--- config.mk ---
export PLATFORM = sky130hd
export DESIGN_NAME = fifo_queue_with_delete_core_flat
export DESIGN_NICKNAME = d
export VERILOG_FILES = /design/src/rtl/fqd_pkg.sv /design/src/rtl/fqd_if.sv /design/src/rtl/fifo_queue_with_delete_core.sv /design/src/rtl/fqd_datapath.sv /design/src/rtl/fqd_ctrl.sv /design/src/flat_wrapper.sv
export VERILOG_INCLUDE_DIRS = /design/src /design/src/rtl
export SDC_FILE = /design/constraint.sdc
export NUM_CORES = 1
export LEC_CHECK = 0
export BUFFER_PORTS_ARGS = -buffer_cell sky130_fd_sc_hd__buf_2
export CORE_MARGIN = 1
export CORE_UTILIZATION = 30
export DETAILED_ROUTE_END_ITERATION = 10
export GPL_TIMING_DRIVEN = 0
export PLACE_DENSITY = 0.46
export SLEW_MARGIN = 20
export SYNTH_ARGS = -nofsm -noshare
export SYNTH_HDL_FRONTEND = slang
export SYNTH_SLANG_ARGS = --single-unit
--- constraint.sdc ---
create_clock -name clk -period 11.62 [get_ports clk]
set_input_delay 2.324 -clock clk [delete_from_list [all_inputs] [get_ports clk]]
set_output_delay 2.324 -clock clk [all_outputs]
set_load 0.1 [all_outputs]
--- src/rtl/fifo_queue_with_delete_core_defines.svh ---
// Assertion macros shared by the queue RTL.
// Each macro expects signals named clk and rst in the module that uses it.
`ifndef FIFO_QUEUE_WITH_DELETE_CORE_DEFINES_SVH
`define FIFO_QUEUE_WITH_DELETE_CORE_DEFINES_SVH

// Same-cycle implication
`define FQD_ASSERT(label, ante, cons, msg) \
  label: assert property (@(posedge clk) disable iff (rst) (ante) |-> (cons)) else $error(msg);

// Next-cycle implication
`define FQD_ASSERT_NEXT(label, ante, cons, msg) \
  label: assert property (@(posedge clk) disable iff (rst) (ante) |=> (cons)) else $error(msg);

`endif

--- src/rtl/fqd_pkg.sv ---
`default_nettype none

package fqd_pkg;

  localparam int DEPTH       = 16;
  localparam int HANDLE_BITS = 32;
  localparam int DATA_W      = 32;
  localparam int IDX_W       = (DEPTH > 1) ? $clog2(DEPTH) : 1;
  localparam int CNT_W       = $clog2(DEPTH + 1);

  typedef logic [HANDLE_BITS-1:0] handle_t;
  typedef logic [IDX_W-1:0]       idx_t;
  typedef logic [CNT_W-1:0]       cnt_t;

  typedef enum logic [1:0] {
    CMD_ENQ     = 2'd0,
    CMD_DEQ     = 2'd1,
    CMD_DEL     = 2'd2,
    CMD_READOUT = 2'd3
  } cmd_t;

  // Controller to datapath commands
  typedef struct packed {
    logic latch_in;
    logic off_clear;
    logic off_inc;
    logic rd_en;
    logic wr_enq;
    logic wr_shift;
    logic occ_inc;
    logic occ_dec;
    logic head_inc;
    logic out_load;
    logic out_status;
    logic out_use_data;
    logic out_last;
  } ctl_t;

  // Datapath to controller status
  typedef struct packed {
    cmd_t cmd;
    logic is_null;
    logic empty;
    logic full;
    logic match;
    logic at_end;
  } stat_t;

  // Bus handle to stored handle width (zero extend or truncate)
  function automatic handle_t to_handle(input logic [DATA_W-1:0] v);
    logic [HANDLE_BITS+DATA_W-1:0] w;
    w = {{HANDLE_BITS{1'b0}}, v};
    return w[HANDLE_BITS-1:0];
  endfunction

  // Stored handle to bus width (low bits)
  function automatic logic [DATA_W-1:0] from_handle(input handle_t h);
    logic [HANDLE_BITS+DATA_W-1:0] w;
    w = {{DATA_W{1'b0}}, h};
    return w[DATA_W-1:0];
  endfunction

endpackage

`default_nettype wire

--- src/rtl/fqd_if.sv ---
`default_nettype none

// Command channel
interface fqd_in_if;
  logic                        valid;
  logic                        ready;
  logic [1:0]                  command;
  logic [fqd_pkg::DATA_W-1:0]  item_handle;

  modport source (output valid, command, item_handle, input ready);
  modport sink   (input valid, command, item_handle, output ready);
endinterface

// Result channel
interface fqd_out_if;
  logic                        valid;
  logic                        ready;
  logic                        status;
  logic [fqd_pkg::DATA_W-1:0]  data_out;
  logic                        entry_valid;
  logic [fqd_pkg::CNT_W-1:0]   entry_count;
  logic                        last;

  modport source (output valid, status, data_out, entry_valid, entry_count, last,
                  input ready);
  modport sink   (input valid, status, data_out, entry_valid, entry_count, last,
                  output ready);
endinterface

`default_nettype wire

--- src/rtl/fifo_queue_with_delete_core.sv ---
// Enqueue, dequeue, and any error result: latched in S_IDLE, decoded, then registered in S_FINAL.
// Delete: one stored entry compared or moved per cycle, then the result from S_FINAL.
// Read out: one result per cycle from S_READ while the result channel is free.
// The next input is taken in S_IDLE once the last result of a command is loaded;
// a waiting result does not block it.
// Synchronous active-high rst empties the queue; the entry store itself is not cleared.
`default_nettype none

module fifo_queue_with_delete_core (
  input  wire logic clk,
  input  wire logic rst,
  fqd_in_if.sink    in_ch,
  fqd_out_if.source out_ch
);

  fqd_pkg::ctl_t  ctl;
  fqd_pkg::stat_t st;

  fqd_ctrl u_ctrl (
    .clk       (clk),
    .rst       (rst),
    .in_valid  (in_ch.valid),
    .in_ready  (in_ch.ready),
    .out_valid (out_ch.valid),
    .out_ready (out_ch.ready),
    .ctl       (ctl),
    .st        (st)
  );

  fqd_datapath u_datapath (
    .clk         (clk),
    .rst         (rst),
    .ctl         (ctl),
    .st          (st),
    .command     (in_ch.command),
    .item_handle (in_ch.item_handle),
    .status      (out_ch.status),
    .data_out    (out_ch.data_out),
    .entry_valid (out_ch.entry_valid),
    .entry_count (out_ch.entry_count),
    .last        (out_ch.last)
  );

endmodule

`default_nettype wire

--- src/rtl/fqd_datapath.sv ---
`default_nettype none

module fqd_datapath (
  input  wire logic                        clk,
  input  wire logic                        rst,
  input  wire fqd_pkg::ctl_t               ctl,
  output fqd_pkg::stat_t                   st,
  input  wire logic [1:0]                  command,
  input  wire logic [fqd_pkg::DATA_W-1:0]  item_handle,
  output logic                             status,
  output logic [fqd_pkg::DATA_W-1:0]       data_out,
  output logic                             entry_valid,
  output fqd_pkg::cnt_t                    entry_count,
  output logic                             last
);

  `include "fifo_queue_with_delete_core_defines.svh"

  fqd_pkg::handle_t mem [fqd_pkg::DEPTH];
  fqd_pkg::handle_t rd_data;

  fqd_pkg::cmd_t    cmd_reg;
  fqd_pkg::handle_t handle_reg;
  fqd_pkg::idx_t    head;
  fqd_pkg::cnt_t    occ;
  fqd_pkg::idx_t    off;
  fqd_pkg::idx_t    cur_slot;
  fqd_pkg::idx_t    prev_slot;
  fqd_pkg::idx_t    cur_slot_next;
  fqd_pkg::idx_t    tail_slot;
  fqd_pkg::idx_t    wr_addr;
  fqd_pkg::handle_t wr_data;
  logic             wr_en;
  logic [fqd_pkg::CNT_W:0] tail_sum;

  // Slot of the tail: head plus occupancy, wrapped once
  always_comb begin
    tail_sum = (fqd_pkg::CNT_W+1)'(head) + (fqd_pkg::CNT_W+1)'(occ);
    if (tail_sum >= (fqd_pkg::CNT_W+1)'(fqd_pkg::DEPTH)) begin
      tail_sum = tail_sum - (fqd_pkg::CNT_W+1)'(fqd_pkg::DEPTH);
    end
    tail_slot = fqd_pkg::IDX_W'(tail_sum);
  end

  // Walk pointer: slot of the offset being loaded this cycle
  always_comb begin
    cur_slot_next = cur_slot;
    if (ctl.off_clear) begin
      cur_slot_next = head;
    end else if (ctl.off_inc) begin
      if (cur_slot == fqd_pkg::IDX_W'(fqd_pkg::DEPTH - 1)) begin
        cur_slot_next = '0;
      end else begin
        cur_slot_next = cur_slot + fqd_pkg::IDX_W'(1);
      end
    end
  end

  always_ff @(posedge clk) begin
    if (rst) begin
      off       <= '0;
      cur_slot  <= '0;
      prev_slot <= '0;
    end else if (ctl.off_clear) begin
      off       <= '0;
      cur_slot  <= cur_slot_next;
    end else if (ctl.off_inc) begin
      off       <= off + fqd_pkg::IDX_W'(1);
      prev_slot <= cur_slot;
      cur_slot  <= cur_slot_next;
    end
  end

  // Head and occupancy
  always_ff @(posedge clk) begin
    if (rst) begin
      head <= '0;
      occ  <= '0;
    end else begin
      if (ctl.head_inc) begin
        if (head == fqd_pkg::IDX_W'(fqd_pkg::DEPTH - 1)) begin
          head <= '0;
        end else begin
          head <= head + fqd_pkg::IDX_W'(1);
        end
      end
      if (ctl.occ_inc) begin
        occ <= occ + fqd_pkg::CNT_W'(1);
      end else if (ctl.occ_dec) begin
        occ <= occ - fqd_pkg::CNT_W'(1);
      end
    end
  end

  // Command capture
  always_ff @(posedge clk) begin
    if (ctl.latch_in) begin
      cmd_reg    <= fqd_pkg::cmd_t'(command);
      handle_reg <= fqd_pkg::to_handle(item_handle);
    end
  end

  // Entry store: one write port, one registered read port
  assign wr_en   = ctl.wr_enq | ctl.wr_shift;
  assign wr_addr = ctl.wr_enq ? tail_slot : prev_slot;
  assign wr_data = ctl.wr_enq ? handle_reg : rd_data;

  always_ff @(posedge clk) begin
    if (wr_en) begin
      mem[wr_addr] <= wr_data;
    end
    if (ctl.rd_en) begin
      rd_data <= mem[cur_slot_next];
    end
  end

  // Status to controller
  always_comb begin
    st.cmd     = cmd_reg;
    st.is_null = (handle_reg == '0);
    st.empty   = (occ == '0);
    st.full    = (occ == fqd_pkg::CNT_W'(fqd_pkg::DEPTH));
    st.match   = (rd_data == handle_reg);
    st.at_end  = ((fqd_pkg::CNT_W'(off) + fqd_pkg::CNT_W'(1)) == occ);
  end

  // Result register
  always_ff @(posedge clk) begin
    if (ctl.out_load) begin
      status      <= ctl.out_status;
      data_out    <= ctl.out_use_data ? fqd_pkg::from_handle(rd_data) : '0;
      entry_valid <= ctl.out_use_data;
      entry_count <= occ;
      last        <= ctl.out_last;
    end
  end

  `FQD_ASSERT(a_occ_bound, 1'b1, occ <= fqd_pkg::CNT_W'(fqd_pkg::DEPTH), "occupancy above depth")
  `FQD_ASSERT(a_enq_not_full, ctl.wr_enq, !st.full && !st.is_null, "enqueue write when full or null")
  `FQD_ASSERT(a_occ_one_way, 1'b1, !(ctl.occ_inc && ctl.occ_dec), "occupancy up and down together")

endmodule

`default_nettype wire

--- src/rtl/fqd_ctrl.sv ---
`default_nettype none

module fqd_ctrl (
  input  wire logic           clk,
  input  wire logic           rst,
  input  wire logic           in_valid,
  output logic                in_ready,
  output logic                out_valid,
  input  wire logic           out_ready,
  output fqd_pkg::ctl_t       ctl,
  input  wire fqd_pkg::stat_t st
);

  `include "fifo_queue_with_delete_core_defines.svh"

  typedef enum logic [5:0] {
    S_IDLE   = 6'b000001,
    S_DECODE = 6'b000010,
    S_SEARCH = 6'b000100,
    S_SHIFT  = 6'b001000,
    S_READ   = 6'b010000,
    S_FINAL  = 6'b100000
  } state_t;

  state_t state, state_next;
  logic   res_err, res_err_next;
  logic   res_data, res_data_next;
  logic   out_free;
  logic   walk_hit;

  assign out_free = !out_valid || out_ready;
  assign walk_hit = (state == S_SEARCH) && st.match && !st.at_end;

  // Next state and commands
  always_comb begin
    state_next    = state;
    res_err_next  = res_err;
    res_data_next = res_data;
    ctl           = '0;
    in_ready      = 1'b0;
    case (state)
      S_IDLE: begin
        in_ready = 1'b1;
        if (in_valid) begin
          ctl.latch_in = 1'b1;
          state_next   = S_DECODE;
        end
      end
      S_DECODE: begin
        res_err_next  = 1'b0;
        res_data_next = 1'b0;
        state_next    = S_FINAL;
        case (st.cmd)
          fqd_pkg::CMD_ENQ: begin
            if (st.is_null || st.full) begin
              res_err_next = 1'b1;
            end else begin
              ctl.wr_enq  = 1'b1;
              ctl.occ_inc = 1'b1;
            end
          end
          fqd_pkg::CMD_DEQ: begin
            if (st.empty) begin
              res_err_next = 1'b1;
            end else begin
              ctl.off_clear = 1'b1;
              ctl.rd_en     = 1'b1;
              ctl.head_inc  = 1'b1;
              ctl.occ_dec   = 1'b1;
              res_data_next = 1'b1;
            end
          end
          fqd_pkg::CMD_DEL: begin
            if (st.is_null || st.empty) begin
              res_err_next = 1'b1;
            end else begin
              ctl.off_clear = 1'b1;
              ctl.rd_en     = 1'b1;
              state_next    = S_SEARCH;
            end
          end
          fqd_pkg::CMD_READOUT: begin
            if (!st.empty) begin
              ctl.off_clear = 1'b1;
              ctl.rd_en     = 1'b1;
              state_next    = S_READ;
            end
          end
          default: begin
            res_err_next = 1'b1;
          end
        endcase
      end
      // Compare one entry per cycle, oldest first
      S_SEARCH: begin
        if (st.match) begin
          res_err_next = 1'b0;
          if (st.at_end) begin
            ctl.occ_dec = 1'b1;
            state_next  = S_FINAL;
          end else begin
            ctl.off_inc = 1'b1;
            ctl.rd_en   = 1'b1;
            state_next  = S_SHIFT;
          end
        end else if (st.at_end) begin
          res_err_next = 1'b1;
          state_next   = S_FINAL;
        end else begin
          ctl.off_inc = 1'b1;
          ctl.rd_en   = 1'b1;
        end
      end
      // Close up: move each later entry down one slot
      S_SHIFT: begin
        ctl.wr_shift = 1'b1;
        if (st.at_end) begin
          ctl.occ_dec = 1'b1;
          state_next  = S_FINAL;
        end else begin
          ctl.off_inc = 1'b1;
          ctl.rd_en   = 1'b1;
        end
      end
      // One entry per transfer
      S_READ: begin
        if (out_free) begin
          ctl.out_load     = 1'b1;
          ctl.out_use_data = 1'b1;
          ctl.out_last     = st.at_end;
          if (st.at_end) begin
            state_next = S_IDLE;
          end else begin
            ctl.off_inc = 1'b1;
            ctl.rd_en   = 1'b1;
          end
        end
      end
      S_FINAL: begin
        if (out_free) begin
          ctl.out_load     = 1'b1;
          ctl.out_status   = res_err;
          ctl.out_use_data = res_data;
          ctl.out_last     = 1'b1;
          state_next       = S_IDLE;
        end
      end
      default: begin
        state_next = S_IDLE;
      end
    endcase
  end

  always_ff @(posedge clk) begin
    if (rst) begin
      state     <= S_IDLE;
      out_valid <= 1'b0;
      res_err   <= 1'b0;
      res_data  <= 1'b0;
    end else begin
      state    <= state_next;
      res_err  <= res_err_next;
      res_data <= res_data_next;
      if (ctl.out_load) begin
        out_valid <= 1'b1;
      end else if (out_ready) begin
        out_valid <= 1'b0;
      end
    end
  end

  `FQD_ASSERT(a_load_when_free, ctl.out_load, !out_valid || out_ready, "result overwritten")
  `FQD_ASSERT_NEXT(a_shift_entry, walk_hit, state == S_SHIFT, "match did not start close up")
  `FQD_ASSERT_NEXT(a_valid_held, out_valid && !out_ready, out_valid, "stalled result dropped")

endmodule

`default_nettype wire
--- src/flat_wrapper.sv ---
// flat-port wrapper written by rule: the top's interface ports become plain ports
module fifo_queue_with_delete_core_flat 
  (clk, rst, in_ch_valid, in_ch_command, in_ch_item_handle, in_ch_ready, out_ch_valid, out_ch_status, out_ch_data_out, out_ch_entry_valid, out_ch_entry_count, out_ch_last, out_ch_ready);
  fqd_in_if in_ch_i ();
  fqd_out_if out_ch_i ();
  input  wire logic clk;
  input  wire logic rst;
  input wire logic [$bits(in_ch_i.valid)-1:0] in_ch_valid;
  input wire logic [$bits(in_ch_i.command)-1:0] in_ch_command;
  input wire logic [$bits(in_ch_i.item_handle)-1:0] in_ch_item_handle;
  output wire logic [$bits(in_ch_i.ready)-1:0] in_ch_ready;
  output wire logic [$bits(out_ch_i.valid)-1:0] out_ch_valid;
  output wire logic [$bits(out_ch_i.status)-1:0] out_ch_status;
  output wire logic [$bits(out_ch_i.data_out)-1:0] out_ch_data_out;
  output wire logic [$bits(out_ch_i.entry_valid)-1:0] out_ch_entry_valid;
  output wire logic [$bits(out_ch_i.entry_count)-1:0] out_ch_entry_count;
  output wire logic [$bits(out_ch_i.last)-1:0] out_ch_last;
  input wire logic [$bits(out_ch_i.ready)-1:0] out_ch_ready;
  assign in_ch_i.valid = in_ch_valid;
  assign in_ch_i.command = in_ch_command;
  assign in_ch_i.item_handle = in_ch_item_handle;
  assign in_ch_ready = in_ch_i.ready;
  assign out_ch_valid = out_ch_i.valid;
  assign out_ch_status = out_ch_i.status;
  assign out_ch_data_out = out_ch_i.data_out;
  assign out_ch_entry_valid = out_ch_i.entry_valid;
  assign out_ch_entry_count = out_ch_i.entry_count;
  assign out_ch_last = out_ch_i.last;
  assign out_ch_i.ready = out_ch_ready;
  fifo_queue_with_delete_core u_core (.clk(clk), .rst(rst), .in_ch(in_ch_i), .out_ch(out_ch_i));
endmodule
==> run metrics, run 1 <==
status=finished, final reports clean; DP Worst Slack=about 5.7 ns; Area contributors post-synth=edfxtp_1 71%, nand2_1 7.5%, o211ai_1 2.7%; Peak VDD IR=slightly below 0.0001 V; WL met1=between 30 and 40 mm; Leakage Power=roughly 11 nW; WP data arrival=around 6.1 ns; worst hold path type=reg2reg; post-synth cell types=53; number of synthesized flops with an enable pin=roughly 620; final setup fails=0; Synth area leader=edfxtp_1; drt total wl=between 80 and 90 mm; Switching Fraction=20.6%; clock buffer depth=3; GR Util All Layers=18.1%; met2 WL post-DR=around 37 mm; Site Rows=roughly 110; Routed WL per cell=about 25 um; synthesized net count=1977; Sum Neg Setup Slack=0 ns; post-synth top area share=between 70% and 80%; reg2reg path depth=11; Syn Inst Count=between 1.5k and 2k; Power Dens Cells=156 nW/um^2; initial antenna violation count=2; Worst Setup SP=u_core.u_datapath.handle_reg[0]; synthesized area=about 26000 um^2; starting density of the core=a little under a third; hold-critical path depth=2; Endpoint, Worst Hold=u_core.u_datapath.prev_slot[2]; H-tree depth=3; cell-internal power=3.82 mW; Max transition margin=roughly 16%; gr ovfl total=0; root buf cell=clkbuf_16; sequential-to-total area share from yosys stat=73.1%; PnR worst setup slack=between 5 and 6 ns; Async S/R FF share, synth=0%; synth-to-layout area growth=17.8%; Reg-to-Reg End=u_core.u_datapath.rd_data[7]; CP Class=reg2reg; Placer Congestion=about 0.83; worst r2r src=u_core.u_datapath.handle_reg[0]; startpoint type of the worst setup path=flip-flop; met3 WL=5.10 mm; Largest Register=u_core.u_datapath.mem; min Tclk post-route=approximately 5.6 ns; final net count=approximately 2.2k; Primary FF master, synth=edfxtp_1; YS warnings=0; clk_lat worst skew=0.62 ns; Die H=between 200 and 300 um; CTS buffer count=73; chip width=~300 um; hold path startpoint=u_core.u_datapath.prev_slot[2]; initial DRC count=between 1.5k and 2k; CP Data Required Time=~12 ns; DRC violation count after routing=0; die area=around 88000 um^2; hold_buf cts=0; drt first pass iters=7; boundary pin count=80; TritonCTS clock tree=built; Worst Setup End Kind=flip-flop; cts repair resizes=0; largest net degree at the start of global routing=21; Clk network pwr share=45.1%; period utilization=between 40% and 50%; Slew @ Worst Pin=roughly 1.2 ns; r2r setup slk=5.99 ns; switching power=a little under 1 mW; vias in the first global route=roughly 16k; Final Hold Vio Count=0; core box area=approximately 86000 um^2; number of flip-flops in the largest register=512; Slew Limit Fails=0; port bufs=roughly 80; clock slew at reported path FFs=about 0.060 ns; post-placement cell area=roughly 29000 um^2; Vias/cell=around 5; Seq cells post-synth=about 650; Logic pwr share=1.7%; highest routed layer=met4; share of layout cells above drive strength 1=around 14%; mean post-synth cell area=13.6 um^2; crit-path max FO=10; Antenna Cells=0; first-pass GRT wire length=roughly 120 mm; RSZ-0062 raised after global routing=false; Vias=about 16k; Sequential Power Share=53.2%; Finished Cell Area=between 30000 and 40000 um^2; clk sink count=648; post-DP HPWL=~56 mm; post-CTS setup buffer count=0; maxcap violations=0; clk_skew=0.0192 ns; number of antenna-violating nets in the routed design=0; FMAX=178 MHz
-- layout make-up --
cell class                      count  area, um^2
Fill cell                        8204       55000
Sequential cell                   648       19200
Multi-Input combinational cell   1156        6620
Clock buffer                       98        2010
Tap cell                         1144        1430
Timing Repair Buffer              106         921
Buffer                            108         498
Clock inverter                     26         173
Inverter                           16        60.1
-- how the worst max path moves through the flow --
stage and endpoint:
4_1_cts u_core.u_datapath.mem[0][5], 5_1_grt u_core.u_datapath.mem[0][9], 2_1_floorplan u_core.u_datapath.cmd_reg[0], 6_report u_core.u_datapath.rd_data[7], 3_5_place_dp u_core.u_datapath.rd_data[4], 3_3_place_gp u_core.u_datapath.handle_reg[16]
-- per-layer routing --
metal | track usage (%) | up-vias
met5 | 0 | -
met4 | 6.49 | 0
met3 | 3.29 | 121
met2 | 28.4 | 558
met1 | 25.1 | 8323
li1 | - | 7485
-- worst max-delay path: stages (launching register included) --
cell and delay (ns):
edfxtp_1 0.47, nor4_1 1.07, nand4_1 0.72, o211ai_1 0.54, nand2_1 0.36, a22o_1 0.34
a21oi_2 0.29, buf_4 0.29, buf_2 0.28, clkbuf_1 0.67, o211ai_1 0.24, nand4_1 0.19
-- stage by stage --
| stage | util [%] | total power [mW] | instances | hold slack [ns] |
|---|---|---|---|---|
| 2_1_floorplan | - | 2.64 | 1928 | 0.437 |
| 3_3_place_gp | 32.6 | 2.69 | 3150 | 0.446 |
| 3_5_place_dp | 33.4 | 2.69 | 3178 | 0.453 |
| 4_1_cts | 36.0 | 4.85 | 3302 | 0.460 |
| 5_1_grt | 36.0 | 4.94 | 3302 | 0.496 |
| 6_report | 36.0 | 4.81 | 3302 | 0.462 |
-- cell usage in the layout, fill, tap and decap left out, types with 30 or more instances in the layout --
cell,netlist,routed
xnor2_1,44,44
nor2_1,46,34
nand2_1,521,521
clkbuf_1,52,73
a221o_1,34,34
nand3_1,97,97
and2_1,33,33
mux2_2,32,32
dfxtp_1,30,30
edfxtp_1,618,618
o211ai_1,94,94
mux2i_1,47,47
a21oi_1,54,54
nand4_1,42,42
clkbuf_16,0,77
buf_2,42,125
-- cells in the mapped netlist (2+ instances only) --
cell type / instances
buf_2: 42
buf_1: 8
dfxtp_1: 30
a221o_1: 34
mux2_2: 32
nand2b_1: 5
inv_1: 16
nand2_1: 521
clkbuf_1: 52
nand4_1: 42
nand3_1: 97
or2_2: 3
o41ai_1: 2
a21o_1: 5
buf_4: 2
a31oi_1: 6
nor2b_1: 10
ha_1: 9
a22o_1: 2
nor2_1: 46
a211oi_1: 4
a22oi_1: 3
o211ai_1: 94
xnor2_1: 44
xor2_1: 6
buf_6: 4
mux2i_1: 47
fa_1: 2
edfxtp_1: 618
nand3b_1: 3
nor4_1: 13
nor3_1: 12
a21oi_1: 54
o21ai_0: 7
or3_1: 3
and2_1: 33
-- kinds of logic after synthesis --
logic type               after synthesis  synth area share (%)
AO/OA/AOI/OAI                        222                  6.24
buffers and inverters                124                  2.12
adder cells (fa/ha/maj)               11                 0.583
XOR/XNOR                              50                  1.67
flip-flops                           648                  73.1
AND/OR/NAND/NOR                      794                  13.1
multiplexers                          79                  3.17
-- power by group through the flow --
stage | clock (mW) | sequential [mW] | combinational, mW
after floorplan | 0 | 2.60 | 0.0433
after global placement | 0 | 2.61 | 0.0792
after detailed placement | 0 | 2.61 | 0.0844
after CTS | 2.21 | 2.56 | 0.0849
after global routing | 2.29 | 2.56 | 0.0901
final | 2.17 | 2.56 | 0.0832
No activity file was read; power rests on OpenSTA's default activity.
==> run 2, diff against run 1 <==
--- a/config.mk
+++ b/config.mk
@@ -11,7 +11,7 @@
 export CORE_UTILIZATION = 30
 export DETAILED_ROUTE_END_ITERATION = 10
 export GPL_TIMING_DRIVEN = 0
-export PLACE_DENSITY = 0.46
+export PLACE_DENSITY = 0.48
 export SLEW_MARGIN = 20
 export SYNTH_ARGS = -nofsm -noshare
 export SYNTH_HDL_FRONTEND = slang
==> constraint.sdc (replaced) <==
create_clock -name clk -period 4.7 [get_ports clk]
set_input_delay 0.94 -clock clk [delete_from_list [all_inputs] [get_ports clk]]
set_output_delay 0.94 -clock clk [all_outputs]
set_load 0.1 [all_outputs]
==> run 2 against run 1 <==
Non-clock buffer count shrank 4. Clock-buffer cell count fell by 4. Global-route usage barely moved. Via count up 0.10%.
==> run metrics, run 2 (synthesis results as in run 1) <==
status=finished, final reports clean; Finished Cell Area=31000 um^2; DRC violation count after routing=0; H-tree depth=3; die area=about 90000 um^2; PnR worst setup slack=~0.22 ns; number of antenna-violating nets in the routed design=0; RSZ-0062 raised after global routing=false; Max transition margin=roughly 24%; drt first pass iters=6; post-placement cell area=~29000 um^2; WP data arrival=approximately 4.8 ns; CP max stage delay=approximately 0.70 ns; starting density of the core=between 30% and 40%; Switching Fraction=between 20% and 30%; post-CTS setup buffer count=0; Slew @ Worst Pin=around 1.1 ns; commonest non-fill, non-tap cell in the layout=edfxtp_1; Logic pwr share=under 10%; CTS buffer count=71; synth-to-layout area growth=18.2%; number of flip-flops in the largest register=approximately 510; Slew Limit Fails=0; min Tclk post-route=4.48 ns; Vias=between 15k and 20k; crit path buf inv count=1; Vias/cell=approximately 5.0; share of layout cells above drive strength 1=between 10% and 20%; FF+latch area=between 15000 and 20000 um^2; gr ovfl total=0; multi-input logic area=~6700 um^2; post-DP HPWL=between 50 and 60 mm; boundary pin count=80; Routed WL per cell=24.3 um; fill count=about 8.2k; crit-path max FO=10; most frequent cells in the layout=618 x edfxtp_1, 521 x nand2_1, 121 x buf_2, 97 x nand3_1, 94 x o211ai_1; worst hold path type=reg2reg; CP Class=reg2reg; final core occ=36.1%; clk_skew=between 0.02 and 0.03 ns; clock buffer depth=3; drt total wl=between 80 and 90 mm; DP Worst Slack=-0.797 ns; period utilization=between 90% and 100%; FMAX=between 200 and 250 MHz; vias in the first global route=about 16k; Leakage Power=between 10 and 15 nW; startpoint type of the worst setup path=flip-flop; Placer Congestion=just over 0.8; clk_lat worst skew=approximately 0.63 ns; Sequential Power Share=a little over half; cell-internal power=approximately 9.5 mW; switching power=between 2 and 2.5 mW; Power Dens Cells=between 300 and 400 nW/um^2; root buf cell=clkbuf_16; final setup fails=0; Largest Register=u_core.u_datapath.mem; first-pass GRT wire length=116 mm; core box area=between 80000 and 90000 um^2; CP max stage cell=clkbuf_1; maxcap violations=0; clock slew at reported path FFs=0.06 ns; Die H=~300 um; Clk network pwr share=roughly 45%; initial antenna violation count=1; GR Util All Layers=18.1%; Site Rows=about 110; CP Data Required Time=5.02 ns; final net count=approximately 2.2k; initial DRC count=~1.5k; clk sink count=about 650; chip width=297 um; Worst Setup End Kind=flip-flop; critical path's top delay family=simple AND/OR/NAND/NOR gates; port bufs=a little under 80; largest net degree at the start of global routing=21; Peak VDD IR=~0.00024 V; TritonCTS clock tree=built; worst-path cell chain=nor4_4, nand4_1, o211ai_1, nand2_1, mux2i_1, a221oi_2, nand2_1, clkbuf_1, a221o_1, nand4_1; Final Hold Vio Count=0
## run 2: cell types whose count changed in the layout (fill, tap and decap cells not counted), moves of 4 or more
cell,previous run,this run
clkbuf_16,77,73
buf_2,125,121
buf_6,4,8
clkbuf_2,1,10
nor4_4,0,4
clkbuf_1,73,62
## run 2: worst register-to-register path: cells and delay by family (launching register included)
family / cells / cell delay (ns)
buffers and inverters: 1 / 0.71
AOI/OAI and AO/OA: 3 / 0.86
muxes: 1 / 0.33
DFF: 1 / 0.52
and+or+nand+nor: 5 / 1.76
## run 2: cell type report
class	count	area share (%)
Sequential cell	648	61.9
Inverter	16	0.194
Timing Repair Buffer	102	2.94
Multi-Input combinational cell	1156	21.5
Clock inverter	34	0.953
Buffer	108	1.71
Antenna cell	2	0.0162
Tap cell	1144	4.62
Clock buffer	94	6.15
## run 2: what timing repair did
| item | CTS | global route |
|---|---|---|
| endpoints found under the hold margin | 0 | 0 |
| endpoints found under the setup margin | 594 | 33 |
| resized for setup | 12 | 17 |
| gates cloned | 0 | 0 |
| hold buffers | 0 | 0 |
## run 2: power groups by stage
| stage | combinational [mW] | sequential (mW) | clock (mW) |
|---|---|---|---|
| detailed placement | 0.209 | 6.45 | 0 |
| global placement | 0.193 | 6.46 | 0 |
| finish | 0.206 | 6.33 | 5.41 |
| global route | 0.223 | 6.33 | 5.74 |
| CTS | 0.211 | 6.33 | 5.51 |
| floorplan | 0.108 | 6.43 | 0 |
## run 2: per-stage QoR
stage	std cells	setup TNS, ns	power, mW	hold slack, ns
2_1_floorplan	1928	0	6.54	0.437
3_3_place_gp	3150	-1373.44	6.65	0.445
3_5_place_dp	3174	-126.84	6.66	0.450
4_1_cts	3302	0	12.1	0.455
5_1_grt	3302	0	12.3	0.459
6_report	3304	0	11.9	0.460
## run 2: final timing paths
kind,startpoint,cells past startpoint,end,slack (ns)
worst max-delay path,u_core.u_datapath.handle_reg[7],10,u_core.u_datapath.rd_data[0],0.22
worst min-delay path,u_core.u_datapath.prev_slot[2],2,u_core.u_datapath.prev_slot[2],0.46
worst max register to register,u_core.u_datapath.handle_reg[7],10,u_core.u_datapath.rd_data[0],0.22
worst min register to register,u_core.u_datapath.prev_slot[2],2,u_core.u_datapath.prev_slot[2],0.46
## run 2: routing by layer
metal / part of all wire [%] / vias to the layer above / global-route usage, %
met5: 0 / - / 0
met4: 2.4 / 0 / 5.00
met3: 6.8 / 114 / 3.29
met2: 46 / 563 / 28.3
met1: 45 / 8348 / 25.6
li1: - / 7479 / -
==> run 3, diff against run 2 <==
--- a/config.mk
+++ b/config.mk
@@ -8,11 +8,12 @@
 export LEC_CHECK = 0
 export BUFFER_PORTS_ARGS = -buffer_cell sky130_fd_sc_hd__buf_2
 export CORE_MARGIN = 1
-export CORE_UTILIZATION = 30
+export CORE_UTILIZATION = 50
 export DETAILED_ROUTE_END_ITERATION = 10
 export GPL_TIMING_DRIVEN = 0
-export PLACE_DENSITY = 0.48
+export PLACE_DENSITY = 0.71
 export SLEW_MARGIN = 20
 export SYNTH_ARGS = -nofsm -noshare
 export SYNTH_HDL_FRONTEND = slang
+export SYNTH_HIERARCHICAL = 1
 export SYNTH_SLANG_ARGS = --single-unit
==> run 3 against run 2 <==
Clock power shrank 7.6%. First-iteration DRC count grew 74%. Core utilization grew 23 points. Clock-buffer cell count shrank 9. Synthesized cell count shrank 8.2%. Combinational power grew 4%. Final cell count shrank 19%. Wire length shrank 6.8%. Critical path depth grew 3. Maximum frequency shrank 5.4%. The run now ends with setup timing left.
==> run metrics, run 3 <==
TritonCTS clock tree=built; mean post-synth cell area=approximately 15 um^2; vias in the first global route=16.6k; post-synth cell types=slightly above 60; most frequent cells in the layout=618 x edfxtp_1, 219 x nand2_1, 129 x o211ai_1, 110 x buf_2, 75 x clkbuf_1; Final Hold Vio Count=0; crit-path max FO=12; first-pass GRT wire length=roughly 110 mm; drt first pass iters=7; commonest non-fill, non-tap cell in the layout=edfxtp_1; Placer Congestion=just under 0.9; Seq cells post-synth=approximately 650; YS warnings=6; Area contributors post-synth=edfxtp_1 70%, o211ai_1 3.7%, nand2_1 3.1%; clock slew at reported path FFs=0.06 ns; startpoint type of the worst setup path=flip-flop; number of synthesized flops with an enable pin=618; synthesized net count=1819; synth-to-layout area growth=16.4%; Leakage Power=10.6 nW; multi-input logic area=about 6700 um^2; Synth area leader=edfxtp_1; Site Rows=just over 80; most frequent cells after synthesis=618 x edfxtp_1, 219 x nand2_1, 129 x o211ai_1; Vias=roughly 17k; chip width=231 um; status=finished with violations; root buf cell=clkbuf_16; Routed WL per cell=27.9 um; drt total wl=about 75 mm; Syn Inst Count=roughly 1.8k; CP max stage delay=0.51 ns; Async S/R FF share, synth=0%; WP data arrival=5.04 ns; CP max stage cell=edfxtp_1; GR Util All Layers=roughly 28%; initial antenna violation count=0; gr ovfl total=0; min Tclk post-route=between 4 and 5 ns; hold_buf cts=0; period utilization=101%; CP Data Required Time=5.00 ns; post-synth top area share=around 70%; Antenna Cells=0; number of flip-flops in the largest register=a little over 500; core box area=slightly above 50000 um^2; worst-path cell chain=nor4_1, nand4_1, nor2_1, or4_1, nor2_1, buf_4, clkbuf_1, clkbuf_2, a21oi_1, nand2_1, nor2_4, buf_16, buf_16; CTS buffer count=between 60 and 70; Primary FF master, synth=edfxtp_1; synthesized area=26300 um^2; Die H=between 200 and 250 um; Max transition margin=between 20 and 25%; initial DRC count=approximately 2.6k; fill count=3831; Slew @ Worst Pin=1.16 ns; port bufs=between 70 and 80; clk sink count=648; Peak VDD IR=between 0.0003 and 0.0004 V; count leader, synth=edfxtp_1; maxcap violations=0; Sum Neg Setup Slack=-0.415 ns; boundary pin count=80; FMAX=~210 MHz; sequential-to-total area share from yosys stat=slightly above 70%; die area=53600 um^2; H-tree depth=3; Worst Setup End Kind=flip-flop; final setup fails=12; DRC violation count after routing=0; post-DP HPWL=50.0 mm; Slew Limit Fails=0; clk_lat worst skew=approximately 0.6 ns; failing checks=setup timing; clk_skew=0.0244 ns; final core occ=approximately three fifths; CP Class=reg2reg; FF+latch area=about 19000 um^2; Largest Register=u_core/u_datapath/mem; PnR worst setup slack=-0.0385 ns; number of antenna-violating nets in the routed design=0; WHS=0.505 ns; final net count=between 2k and 2.5k; share of layout cells above drive strength 1=16.5%; Vias/cell=6.38; worst hold path type=reg2reg; clock buffer depth=3; starting density of the core=slightly above 50%; largest net degree at the start of global routing=23; total power=between 10 and 15 mW; Power Dens Cells=around 380 nW/um^2
run 3: repair_timing:
action,4_1_cts,5_1_grt
gates resized for setup,3,15
pin swaps,1,12
setup buffers,1,18
endpoints found under the setup margin,260,226
run 3: metrics by stage:
stage                     area (um^2)  instances  worst slack [ns]
after detailed placement        28300       2552            -0.281
after global routing            30700       2686           -0.0249
final                           30700       2686           -0.0385
after floorplan                 26300       1770             0.493
after CTS                       30400       2668         0.0000129
after global placement          27600       2529             -2.16
run 3: final cells by class:
class,instances,area share [%]
Multi-Input combinational cell,994,22.0
Tap cell,680,2.78
Sequential cell,648,62.5
Clock buffer,85,5.86
Inverter,7,0.0857
Timing Repair Buffer,121,4.12
Buffer,121,1.93
Clock inverter,30,0.739
run 3: critical path, delay by kind of cell (launching register included):
| family | cells | cell delay, ns |
|---|---|---|
| buffers and inverters | 5 | 1.20 |
| DFF | 1 | 0.51 |
| and+or+nand+nor | 7 | 2.43 |
| AOI/OAI and AO/OA | 1 | 0.27 |
run 3: kinds of logic (layout without fill, tap and decap cells):
group,after synthesis,after routing,synth area share [%]
flops,648,648,72.8
compound gates,318,318,9.17
buf+inv,128,364,2.31
xor+xnor,51,51,1.72
simple gates,510,510,9.36
mux,104,104,4.11
fa+ha+maj,11,11,0.580
run 3: metal layers:
metal / share of wire, % / vias to the layer above / global-route usage [%]
met5: 0 / - / 0
met4: 3.8 / 0 / 9.02
met3: 12 / 205 / 8.27
met2: 46 / 1160 / 43.9
met1: 38 / 8511 / 37.3
li1: - / 7264 / -
run 3: where the power goes:
part	switching [mW]	internal, mW	leakage, nW
registers	0.0389	6.28	5.90
logic	0.147	0.0667	3.68
clock network	2.14	2.86	0.991
run 3: final timing paths:
check | startpoint | to | slack [ns] | cells past startpoint
setup / recovery | u_core/u_datapath/handle_reg[14] | u_core/u_datapath/mem[13][2] | -0.04 | 13
setup reg to reg | u_core/u_datapath/handle_reg[14] | u_core/u_datapath/mem[13][2] | -0.04 | 13
hold / removal | u_core/u_ctrl/res_data | u_core/u_ctrl/res_data | 0.51 | 2
hold reg to reg | u_core/u_ctrl/res_data | u_core/u_ctrl/res_data | 0.51 | 2
